[src/design/multidim_subscript_to_linear_index_macros.svh]
// Assertion macros shared by the linear index generator.
`ifndef MULTIDIM_SUBSCRIPT_TO_LINEAR_INDEX_MACROS_SVH
`define MULTIDIM_SUBSCRIPT_TO_LINEAR_INDEX_MACROS_SVH

// Same-cycle implication, sampled on clk_i, off while rst_ni is low.
`define MSLI_ASSERT_NOW(lbl, ante, cons, msg) \
  lbl: assert property (@(posedge clk_i) disable iff (!rst_ni) (ante) |-> (cons)) \
    else $error(msg);

// Next-cycle implication, sampled on clk_i, off while rst_ni is low.
`define MSLI_ASSERT_NEXT(lbl, ante, cons, msg) \
  lbl: assert property (@(posedge clk_i) disable iff (!rst_ni) (ante) |=> (cons)) \
    else $error(msg);

`endif

[src/design/msli_pkg.sv]
// Package: types, codes and defaults of the linear index generator.
package msli_pkg;

  localparam int unsigned MAX_DIMS_DEF = 4;
  localparam int unsigned MAX_LIST_DEF = 256;
  localparam int unsigned HW_DIMS      = 4;
  localparam int unsigned SUB_W        = 16;
  localparam int unsigned LIN_W        = 64;
  localparam int unsigned CFG_IDX_W    = 3;
  localparam int unsigned CFG_DATA_W   = 16;

  typedef enum logic [1:0] {
    CMD_APPEND = 2'd0,
    CMD_CLEAR  = 2'd1,
    CMD_FETCH  = 2'd2,
    CMD_UNUSED = 2'd3
  } cmd_e;

  typedef enum logic [CFG_IDX_W-1:0] {
    CFG_DIMS = 3'd0,
    CFG_EXT0 = 3'd1,
    CFG_EXT1 = 3'd2,
    CFG_EXT2 = 3'd3,
    CFG_EXT3 = 3'd4
  } cfg_idx_e;

  typedef struct packed {
    cmd_e             cmd;
    logic [1:0]       dim_select;
    logic [SUB_W-1:0] subscript;
    logic             subscript_missing;
  } in_item_t;

  typedef struct packed {
    logic [LIN_W-1:0] linear_index;
    logic             index_missing;
    logic             last;
    logic             empty_res;
  } out_item_t;

  // Controller to datapath commands.
  typedef struct packed {
    logic append;
    logic clear;
    logic fetch_start;
    logic rd;
    logic mul_lo;
    logic mul_hi;
    logic load_out;
  } ctrl_cmd_t;

  // Datapath to controller status.
  typedef struct packed {
    logic empty;
    logic dim_zero;
  } dp_status_t;

endpackage

[src/design/msli_ctrl.sv]
// Controller: sequences append, clear and fetch transfers.
module msli_ctrl (
  input  logic                clk_i,
  input  logic                rst_ni,
  input  logic                in_valid_i,
  output logic                in_ready_o,
  input  msli_pkg::cmd_e      in_cmd_i,
  output logic                out_valid_o,
  input  logic                out_ready_i,
  input  msli_pkg::dp_status_t status_i,
  output msli_pkg::ctrl_cmd_t cmd_o
);
  import msli_pkg::*;

  typedef enum logic [4:0] {
    ST_IDLE   = 5'b00001,
    ST_READ   = 5'b00010,
    ST_MUL_LO = 5'b00100,
    ST_MUL_HI = 5'b01000,
    ST_DONE   = 5'b10000
  } state_e;

  state_e state_q, state_d;
  logic   out_valid_q, out_valid_d;
  logic   accept;

  assign in_ready_o = (state_q == ST_IDLE);
  assign accept     = in_valid_i && in_ready_o;

  always_comb begin
    state_d = state_q;
    cmd_o   = '0;
    case (state_q)
      ST_IDLE: begin
        if (accept) begin
          cmd_o.append      = (in_cmd_i == CMD_APPEND);
          cmd_o.clear       = (in_cmd_i == CMD_CLEAR);
          cmd_o.fetch_start = (in_cmd_i == CMD_FETCH);
          if (in_cmd_i == CMD_FETCH) begin
            state_d = status_i.empty ? ST_DONE : ST_READ;
          end
        end
      end
      ST_READ: begin
        cmd_o.rd = 1'b1;
        state_d  = ST_MUL_LO;
      end
      ST_MUL_LO: begin
        cmd_o.mul_lo = 1'b1;
        state_d      = ST_MUL_HI;
      end
      ST_MUL_HI: begin
        cmd_o.mul_hi = 1'b1;
        state_d      = status_i.dim_zero ? ST_DONE : ST_READ;
      end
      ST_DONE: begin
        // hold until the output register is free
        if (!out_valid_q || out_ready_i) begin
          cmd_o.load_out = 1'b1;
          state_d        = ST_IDLE;
        end
      end
      default: state_d = ST_IDLE;
    endcase
  end

  always_comb begin
    out_valid_d = out_valid_q;
    if (cmd_o.load_out) begin
      out_valid_d = 1'b1;
    end else if (out_ready_i) begin
      out_valid_d = 1'b0;
    end
  end

  always_ff @(posedge clk_i or negedge rst_ni) begin
    if (!rst_ni) begin
      state_q     <= ST_IDLE;
      out_valid_q <= 1'b0;
    end else begin
      state_q     <= state_d;
      out_valid_q <= out_valid_d;
    end
  end

  assign out_valid_o = out_valid_q;

endmodule

[config.mk]
export PLATFORM = sky130hd
export DESIGN_NAME = msli_ctrl
export DESIGN_NICKNAME = d
export VERILOG_FILES = /design/src/design/multidim_subscript_to_linear_index_macros.svh /design/src/design/msli_pkg.sv /design/src/design/msli_ctrl.sv
export SDC_FILE = /design/constraint.sdc
export NUM_CORES = 1
export LEC_CHECK = 0
export BUFFER_PORTS_ARGS = -buffer_cell sky130_fd_sc_hd__buf_4
export CAP_MARGIN = 20
export CORE_AREA = 2 2 39 41
export CTS_BUF_LIST = sky130_fd_sc_hd__clkbuf_4
export DETAILED_ROUTE_END_ITERATION = 6
export DIE_AREA = 0 0 41 43
export GPL_TIMING_DRIVEN = 0
export SLEW_MARGIN = 10
export SYNTH_ARGS = -nofsm -noshare
export SYNTH_HDL_FRONTEND = slang
export SYNTH_SLANG_ARGS = --single-unit
[constraint.sdc]
create_clock -name clk_i -period 4.65 [get_ports clk_i]
set_clock_uncertainty 0.15 [all_clocks]
set_input_delay 0.93 -clock clk_i [delete_from_list [all_inputs] [get_ports clk_i]]
set_output_delay 0.93 -clock clk_i [all_outputs]
set_load 0.02 [all_outputs]
# --- Word level (Yosys, flattened, before mapping) ---
# Index checks and enable logic that the tools add are counted.
word_totals:
  regBits: 6
classes:
  eq_ne: 10
  mux: 15
  n_reduce_logical: 6
ops:
  columns: ["cell", "n"]
  rows:
  - ["$mux W5", 5]
  - ["$pmux W5 S5", 1]
  - ["$mux W1", 7]
  - ["$mux W3", 2]
  - ["$eq A5 B1 Y1 const B", 1]
  - ["$eq A5 B2 Y1 const B", 1]
  - ["$eq A5 B3 Y1 const B", 1]
  - ["$eq A5 B4 Y1 const B", 1]
  - ["$eq A5 B5 Y1 const B", 1]
  - ["$ne A2 B1 Y1 const B", 2]
  - ["$reduce_and A3 Y1", 1]
  - ["$eq A2 B1 Y1 const B", 1]
  - ["$eq A2 B2 Y1 const B", 1]
  - ["$logic_not A2 Y1", 1]
  - ["$ne A2 B2 Y1 const B", 1]
  - ["$reduce_bool A2 Y1", 1]
  - ["$logic_and A1 B1 Y1", 1]
  - ["$logic_not A1 Y1", 1]
  - ["$logic_or A1 B1 Y1", 1]

# --- Longest topological paths before layout ---
# Gate-level depths: netlist of the first run.
logic_depth:
  depth_word: 5
  depth_mapped: 4
  mapped_depth_nobuf: 4

# --- Least setup slack after synthesis of the first run ---
# No wires, ideal clock.
synth_path:
  path_kind: "register to output"
  from: "register state_q[2]"
  to: "output port cmd_o[6] (netlist bit)"
  required_time_ns: 3.570
  stages_incl_launch_ff: 4
  slack_ns: 1.865
  t_arrival_ns: 1.705
  n_path_buf: 0
  path_cell_list: "dfrtp_1 nor2_1 and4bb_1 nor4bb_1"
synth_rtl:
  columns: ["item", "line_no", "source"]
  rows:
  - ["from (decl)", "msli_ctrl.sv:23", "state_e state_q, state_d;"]
  - ["from (signal assigned)", "msli_ctrl.sv:81", "state_q <= state_d;"]
  - ["to (decl)", "msli_ctrl.sv:11", "output msli_pkg::ctrl_cmd_t cmd_o"]

==> impl_metrics.tcl, run 1 <==
set metrics [dict create \
    status "completed" \
    setup_viol 0 \
    met3_usage_pct 4.712 \
    rows 14 \
    fin_util_pct 40.24 \
    hold_viol 0 \
    drive_gt1_share_pct 43.86 \
    multi_input_area_um2 220.2 \
    overflow 0 \
    met2_usage_pct 14.06 \
    slew_violations 0 \
    synth.top_cell.area_share_pct 32.36 \
    synth_area_leaders "dfrtp_1, dfstp_2, and4bb_1" \
    setup_tns_ns 0 \
    critPathKind "reg -> out" \
    drcViolationCount 0 \
    dr.pass1.iters 4 \
    startpoint "state_q[2]" \
    die_x_um 41 \
    synthTopCellsByCount "nor2_1, dfrtp_1" \
    worst_pin_slew_ns 0.2435 \
    clockRootBuffer "clkbuf_4" \
    vias 332 \
    place_ws_ns 1.968 \
    top_usage_layer "met2" \
    avgSynthCellArea_um2 10.45 \
    areaGrowthSynthToFinish_pct 44.01 \
    cts_setup_buffers 0 \
    core_area_um2 1384 \
    arrival_ns 1.68 \
    cts_buffer_depth 2 \
    pwr_density_cell_nw_per_um2 237.2 \
    hold_buffers 0 \
    setup_ws_ns 1.885 \
    syn_area_um2 386.6 \
    synth-edff-count 0 \
    placed_area_um2 526.8 \
    critPathLaunchType "flip-flop" \
    syn_nets 45 \
    dieArea_um2 1763 \
    fin_crit_sh_pct 59.45 \
    ys_ff_latch 6 \
    rsz0062_at_grt "no" \
    ant_nets 0 \
    drt-vias-per-instance 4.548 \
    drt_iter0_drc 3 \
    portBuffers 16 \
    synthArstFlopShare_pct 100.0 \
    final_area_um2 556.8 \
    synth_cell_type_count 23 \
    wire_per_inst_um 9.562 \
    globalplace.congestion 0.6063 \
    netlist_instances 37 \
    final_nets 66 \
    timing.fmax_mhz 361.7 \
    crit_path_end_kind "output port" \
    ys.flop_type "dfrtp_1" \
    cts_resized 0 \
    numClockSinks 6 \
    drt_wl_total_um 698 \
    register_area_um2 151.4 \
    critPathRequiredTime_ns 3.57 \
    fillers 144 \
    antennaDiodeCount 0 \
    antenna_found_initial 0 \
    max-cap-violations 0 \
    grt_max_degree 7 \
    initial_core_util_pct 27.94 \
    slew_headroom_pct 83.54 \
    yosysMostFrequentCell "nor2_1" \
    grt_pass1_wl_um 1110 \
    synth-seq-area-share_pct 39.16 \
    ir_drop_v 0.00009026 \
    cts_max_level 1 \
    fp.dieH_um 43 \
    p_leak_uw 0.0002913 \
    ys_warn_count 0 \
    hold_class "in -> async" \
    clk_latency_ns 0.24 \
    numCtsBuffers 3 \
    grt_pass1_vias 302 \
    grt.total_usage_pct 9.293 \
    top_level_ports 17 \
    dpl.hpwl_um 595.8 \
    critPathMaxFanout 6 \
    path_clk_slew_ns 0.05 \
    min_period_ns 2.765 \
    r2r_start "state_q[1]" \
    finalHoldWorstSlack_ns 0.3315 \
    cts_tree "done" \
    yosysTopAreaCell "dfrtp_1" \
    use_met1_pct 11.48 \
]
area by class of cell:
type | instances | share of cell area (%)
Clock buffer | 4 | 5.393
Sequential cell | 6 | 27.19
Multi-Input combinational cell | 29 | 39.55
Timing Repair Buffer | 16 | 21.57
Tap cell | 16 | 3.596
Buffer | 2 | 2.697
cell families after synthesis:
family	Yosys count	share of synthesized area (%)
buf+inv	2	3.882
simple gates	24	46.28
xor+xnor	1	2.266
flops	6	39.16
compound gates	4	8.417
final timing paths:
| path | to | slack (ns) | depth (start not counted) |
|---|---|---|---|
| max in group asynchronous | state_q[0] | 3.81 | 1 |
| worst min-delay path | state_q[3] | 0.33 | 1 |
| worst max register to register | state_q[4] | 3.07 | 4 |
| worst min register to register | state_q[2] | 0.37 | 1 |
| worst max-delay path | cmd_o[6] | 1.89 | 4 |
| min in group clk_i | state_q[2] | 0.37 | 1 |
per-stage QoR:
| step | power [uW] | std cells |
|---|---|---|
| finish | 132.1 | 73 |
| global route | 139.4 | 73 |
| CTS | 133.9 | 73 |
| detailed placement | 77.07 | 69 |
| global placement | 76.99 | 69 |
| floorplan | 66.52 | 37 |
report_power, final:
part | switching, uW | internal (uW) | leakage [uW]
Sequential | 1.30 | 53.8 | 0.0000800
Clock | 18.0 | 38.3 | 0.0000184
Combinational | 9.24 | 11.5 | 0.000193
Total | 28.5 | 104 | 0.000291
layout by cell type, fill, tap and decap left out:
master	Yosys	routed
and3_1	1	1
dfrtp_1	5	5
and2_1	1	1
nand3_1	1	1
nor4bb_1	2	2
and3b_1	1	1
or3_4	1	1
nor2b_1	2	2
o21a_1	1	1
and2b_1	1	1
a211o_1	1	1
buf_4	2	18
a22o_1	1	1
and4bb_1	2	2
dfstp_2	1	1
nor3b_4	1	1
a21o_1	1	1
nor2_1	6	6
xnor2_1	1	1
and4b_1	1	1
nand2_1	1	1
clkbuf_4	0	4
nor3b_1	2	2
nand2b_1	1	1
flip-flops by register name, indices dropped and copies added, names as in the netlist:
register	flops
out_valid_o	1
state_q	5
routing by layer:
| layer | vias up | part of all wire [%] |
|---|---|---|
| li1 | 173 | - |
| met5 | - | 0 |
| met4 | 0 | 0 |
| met1 | 154 | 45 |
| met3 | 0 | 3.7 |
| met2 | 5 | 52 |
critical path, cell delays in order (launching register included):
cell	delay (ns)
dfrtp_1	0.44
nor2_1	0.24
and4bb_1	0.32
nor4bb_1	0.25
buf_4	0.19
Power figures use the tool's default switching activity.
==> run 2, diff against run 1 <==
Clock period 4.65 ns to 2.6 ns, I/O delays scaled along.
==> impl_metrics.tcl, run 2 (synthesis results as in run 1) <==
set metrics [dict create \
    internal_power_uw 186.2 \
    sw_frac_of_total_pct 21.56 \
    drt_iter0_drc 3 \
    final_nets 67 \
    fin_cells 74 \
    antennaDiodeCount 0 \
    max-cap-violations 0 \
    overflow 0 \
    setup_tns_ns 0 \
    dieArea_um2 1763 \
    setup_viol 0 \
    min-delay-start "state_q[4]" \
    pwr_density_cell_nw_per_um2 418.9 \
    slew_headroom_pct 83.54 \
    rsz0062_at_grt "no" \
    dp.cells 69 \
    antenna_found_initial 0 \
    hold_class "reg -> reg" \
    hold-path-cell-count 1 \
    combPwrFrac_pct 16.1 \
    cts_resized 0 \
    timing.fmax_mhz 424.7 \
    grt_pass1_wl_um 1124 \
    register_area_um2 151.4 \
    path_clk_slew_ns 0.05 \
    rrSetupSlack_ns 1.02 \
    largest_reg_flops 5 \
    ir_drop_v 0.0001642 \
    globalplace.congestion 0.6063 \
    cts_max_level 1 \
    critPathRequiredTime_ns 1.93 \
    portBuffers 16 \
    p_switching_uw 51.18 \
    clock_power_share_pct 42.4 \
    rows 14 \
    wire_per_inst_um 9.541 \
    hold_viol 0 \
    place_ws_ns 0.4963 \
    clk_latency_ns 0.24 \
    grt.total_usage_pct 9.394 \
    core_area_um2 1384 \
    clockRootBuffer "clkbuf_4" \
    grt_max_degree 7 \
    final_area_um2 566.8 \
    r2r_start "state_q[1]" \
    dr.pass1.iters 4 \
    drive_gt1_share_pct 43.10 \
    critPathKind "reg -> out" \
    fillers 146 \
    status "completed" \
    arrival_ns 1.68 \
    reg2regPathDepth 4 \
    min_delay_worst_endpoint "state_q[2]" \
    p_leak_uw 0.0002954 \
    setup_ws_ns 0.2455 \
    ant_nets 0 \
    fin_crit_sh_pct 90.56 \
    critPathMaxFanout 6 \
    final_cell_mix "buf_4, nor2_1, dfrtp_1" \
    vias 334 \
    fp.dieH_um 43 \
    slew_violations 0 \
    min_period_ns 2.355 \
    multi_input_area_um2 220.2 \
    areaGrowthSynthToFinish_pct 46.60 \
    cts_buffer_depth 2 \
    final_common_cell "buf_4" \
    dpl.hpwl_um 595.8 \
    reg2reg_to "state_q[4]" \
    drcViolationCount 0 \
    initial_core_util_pct 27.94 \
    worst_pin_slew_ns 0.2435 \
    drt_wl_total_um 706 \
    crit_path_end_kind "output port" \
    power_frac_seq_pct 41.5 \
    regMostFlops "state_q" \
    drt-vias-per-instance 4.514 \
    top_level_ports 17 \
    cts_tree "done" \
    power_uw 237.4 \
    critPathLaunchType "flip-flop" \
    numCtsBuffers 3 \
    placed_area_um2 526.8 \
    numClockSinks 6 \
    die_x_um 41 \
    grt_pass1_vias 310 \
]
[run 2: layout make-up]
| type | count | area share [%] |
|---|---|---|
| repair buffers | 17 | 22.96 |
| flip-flops and latches | 6 | 26.71 |
| clock buffers | 4 | 5.298 |
| multi-input cells | 29 | 38.85 |
| plain buffers | 2 | 2.649 |
| well taps | 16 | 3.532 |
[run 2: worst max path at each step]
stage	from	endpoint	slack (ns)	cells past startpoint
detailed placement	state_q[2]	cmd_o[6]	0.50	4
global placement	state_q[2]	cmd_o[6]	0.52	4
floorplan	state_q[2]	cmd_o[6]	0.22	3
finish	state_q[2]	cmd_o[6]	0.25	4
CTS	state_q[2]	cmd_o[6]	0.22	4
global route	state_q[2]	cmd_o[6]	0.09	4
[run 2: power by group through the flow]
| stage | Combinational, uW | Sequential (uW) | Clock, uW |
|---|---|---|---|
| 3_3_place_gp | 37.8 | 99.9 | 0 |
| 2_1_floorplan | 19.3 | 99.7 | 0 |
| 5_1_grt | 42.3 | 98.8 | 110 |
| 3_5_place_dp | 37.9 | 99.9 | 0 |
| 6_report | 38.3 | 98.5 | 101 |
| 4_1_cts | 39.1 | 98.6 | 103 |
[run 2: layer usage]
layer	GRT usage [%]	vias to the layer above	routed length [um]
li1	-	175	-
met1	11.48	154	319
met2	14.37	5	361
met5	0	-	0
met4	2.000	0	0
met3	4.712	0	26
[run 2: per-stage QoR]
stage	hold slack, ns	util [%]
finish	0.3669	40.96
detailed placement	0.1803	38.07
global placement	0.1813	38.07
floorplan	0.07441	-
global route	0.3978	40.96
CTS	0.3703	40.96
[run 2: timing repair]
action,in CTS,in global routing
hold buffers,1,0
buffers inserted,0,0
hold endpoints to repair,5,0
[run 2: worst max-delay path, cell delays in order (launching register included)]
cell,delay [ns]
dfrtp_1,0.44
nor2_1,0.24
and4bb_1,0.32
nor4bb_1,0.25
buf_4,0.19
==> run 3, diff against run 2 <==
Settings changed: RECOVER_POWER set to 25.
==> impl_metrics.tcl, run 3 (synthesis results as in run 1) <==
set metrics [dict create \
    antennaDiodeCount 0 \
    hold_buffers 1 \
    fillers 146 \
    power_uw 236.7 \
    cts_tree "done" \
    fin_util_pct 40.69 \
    clk_latency_ns 0.24 \
    critPathLaunchType "flip-flop" \
    regMostFlops "state_q" \
    cts_max_level 1 \
    power_frac_seq_pct 41.6 \
    register_area_um2 151.4 \
    sw_frac_of_total_pct 21.61 \
    slew_violations 0 \
    ant_nets 0 \
    slowest_stage "dfrtp_1" \
    setup_ws_ns 0.2454 \
    vias 335 \
    timing.fmax_mhz 424.7 \
    clockRootBuffer "clkbuf_4" \
    reg2regPathDepth 4 \
    areaGrowthSynthToFinish_pct 45.63 \
    critPathKind "reg -> out" \
    grt_pass1_vias 310 \
    max-cap-violations 0 \
    critPathMaxFanout 6 \
    crit_buf_inv 1 \
    core_area_um2 1384 \
    fp.dieH_um 43 \
    status "completed" \
    largest_reg_flops 5 \
    place_ws_ns 0.4963 \
    grt_max_degree 7 \
    slowest_delay_ns 0.44 \
    hold-path-cell-count 1 \
    numClockSinks 6 \
    p_leak_uw 0.0002918 \
    final_common_cell "buf_4" \
    rows 14 \
    wire_per_inst_um 9.473 \
    ir_drop_v 0.0001635 \
    drive_gt1_share_pct 41.38 \
    combPwrFrac_pct 15.9 \
    final_cell_mix "buf_4, nor2_1, dfrtp_1" \
    cts_buffer_depth 2 \
    multi_input_area_um2 220.2 \
    crit_family "simple AND/OR/NAND/NOR gates" \
    overflow 0 \
    cts_resized 0 \
    antenna_found_initial 0 \
    hold_viol 0 \
    internal_power_uw 185.5 \
    initial_core_util_pct 27.94 \
    final_nets 67 \
    globalplace.congestion 0.6063 \
    fin_crit_sh_pct 90.56 \
    drt_wl_total_um 701 \
    crit_path_end_kind "output port" \
    numCtsBuffers 3 \
    dpl.hpwl_um 595.8 \
    dr.pass1.iters 4 \
    setup_viol 0 \
    grt_pass1_wl_um 1124 \
    pwr_density_cell_nw_per_um2 420.4 \
    die_x_um 41 \
    dieArea_um2 1763 \
    min_period_ns 2.355 \
    critPathRequiredTime_ns 1.93 \
    rsz0062_at_grt "no" \
    worst_pin_slew_ns 0.3085 \
    grt.total_usage_pct 9.394 \
    critical_path_depth 4 \
    hold_class "reg -> reg" \
    clock_power_share_pct 42.5 \
    setup_tns_ns 0 \
    p_switching_uw 51.14 \
    top_level_ports 17 \
    cts_setup_buffers 0 \
    drt_iter0_drc 3 \
    path_clk_slew_ns 0.05 \
    drcViolationCount 0 \
    portBuffers 16 \
    path_cells "nor2_1 -> and4bb_1 -> nor4bb_1 -> buf_4" \
    drt-vias-per-instance 4.527 \
    arrival_ns 1.68 \
    slew_headroom_pct 79.44 \
]
run 3: changes by cell type in the layout (fill, tap and decap cells not counted):
cell,previous run,this run
clkbuf_1,0,1
buf_4,18,17
run 3: final cells by class:
class,instances,area share (%)
Buffer,2,2.667
Clock buffer,4,5.333
Multi-Input combinational cell,29,39.11
Sequential cell,6,26.89
Tap cell,16,3.556
Timing Repair Buffer,17,22.44
run 3: final timing paths:
path	start	end	slack (ns)
min in group asynchronous	rst_ni	state_q[3]	0.53
hold / removal	state_q[4]	state_q[2]	0.37
hold reg to reg	state_q[4]	state_q[2]	0.37
setup reg to reg	state_q[1]	state_q[4]	1.02
max in group asynchronous	rst_ni	state_q[0]	1.48
setup / recovery	state_q[2]	cmd_o[6]	0.25
run 3: stage by stage:
| stage | instance area, um^2 | cells | hold slack [ns] |
|---|---|---|---|
| floorplan | 386.6 | 37 | 0.07441 |
| global placement | 526.8 | 69 | 0.1813 |
| detailed placement | 526.8 | 69 | 0.1803 |
| CTS | 566.8 | 74 | 0.3703 |
| global route | 563.0 | 74 | 0.3978 |
| finish | 563.0 | 74 | 0.3669 |
run 3: layer usage:
metal  wire (um)  track usage [%]  vias to the layer above
li1            -                -                      175
met1         314            11.48                      155
met2         360            14.37                        5
met3          26            4.712                        0
met4           0            2.000                        0
met5           0                0                        -
run 3: power by group through the flow:
stage	clock, uW	sequential (uW)	combinational (uW)
CTS	103	98.6	39.1
global placement	0	99.9	37.8
finish	101	98.5	37.6
detailed placement	0	99.9	37.9
global route	110	98.8	41.6
floorplan	0	99.7	19.3
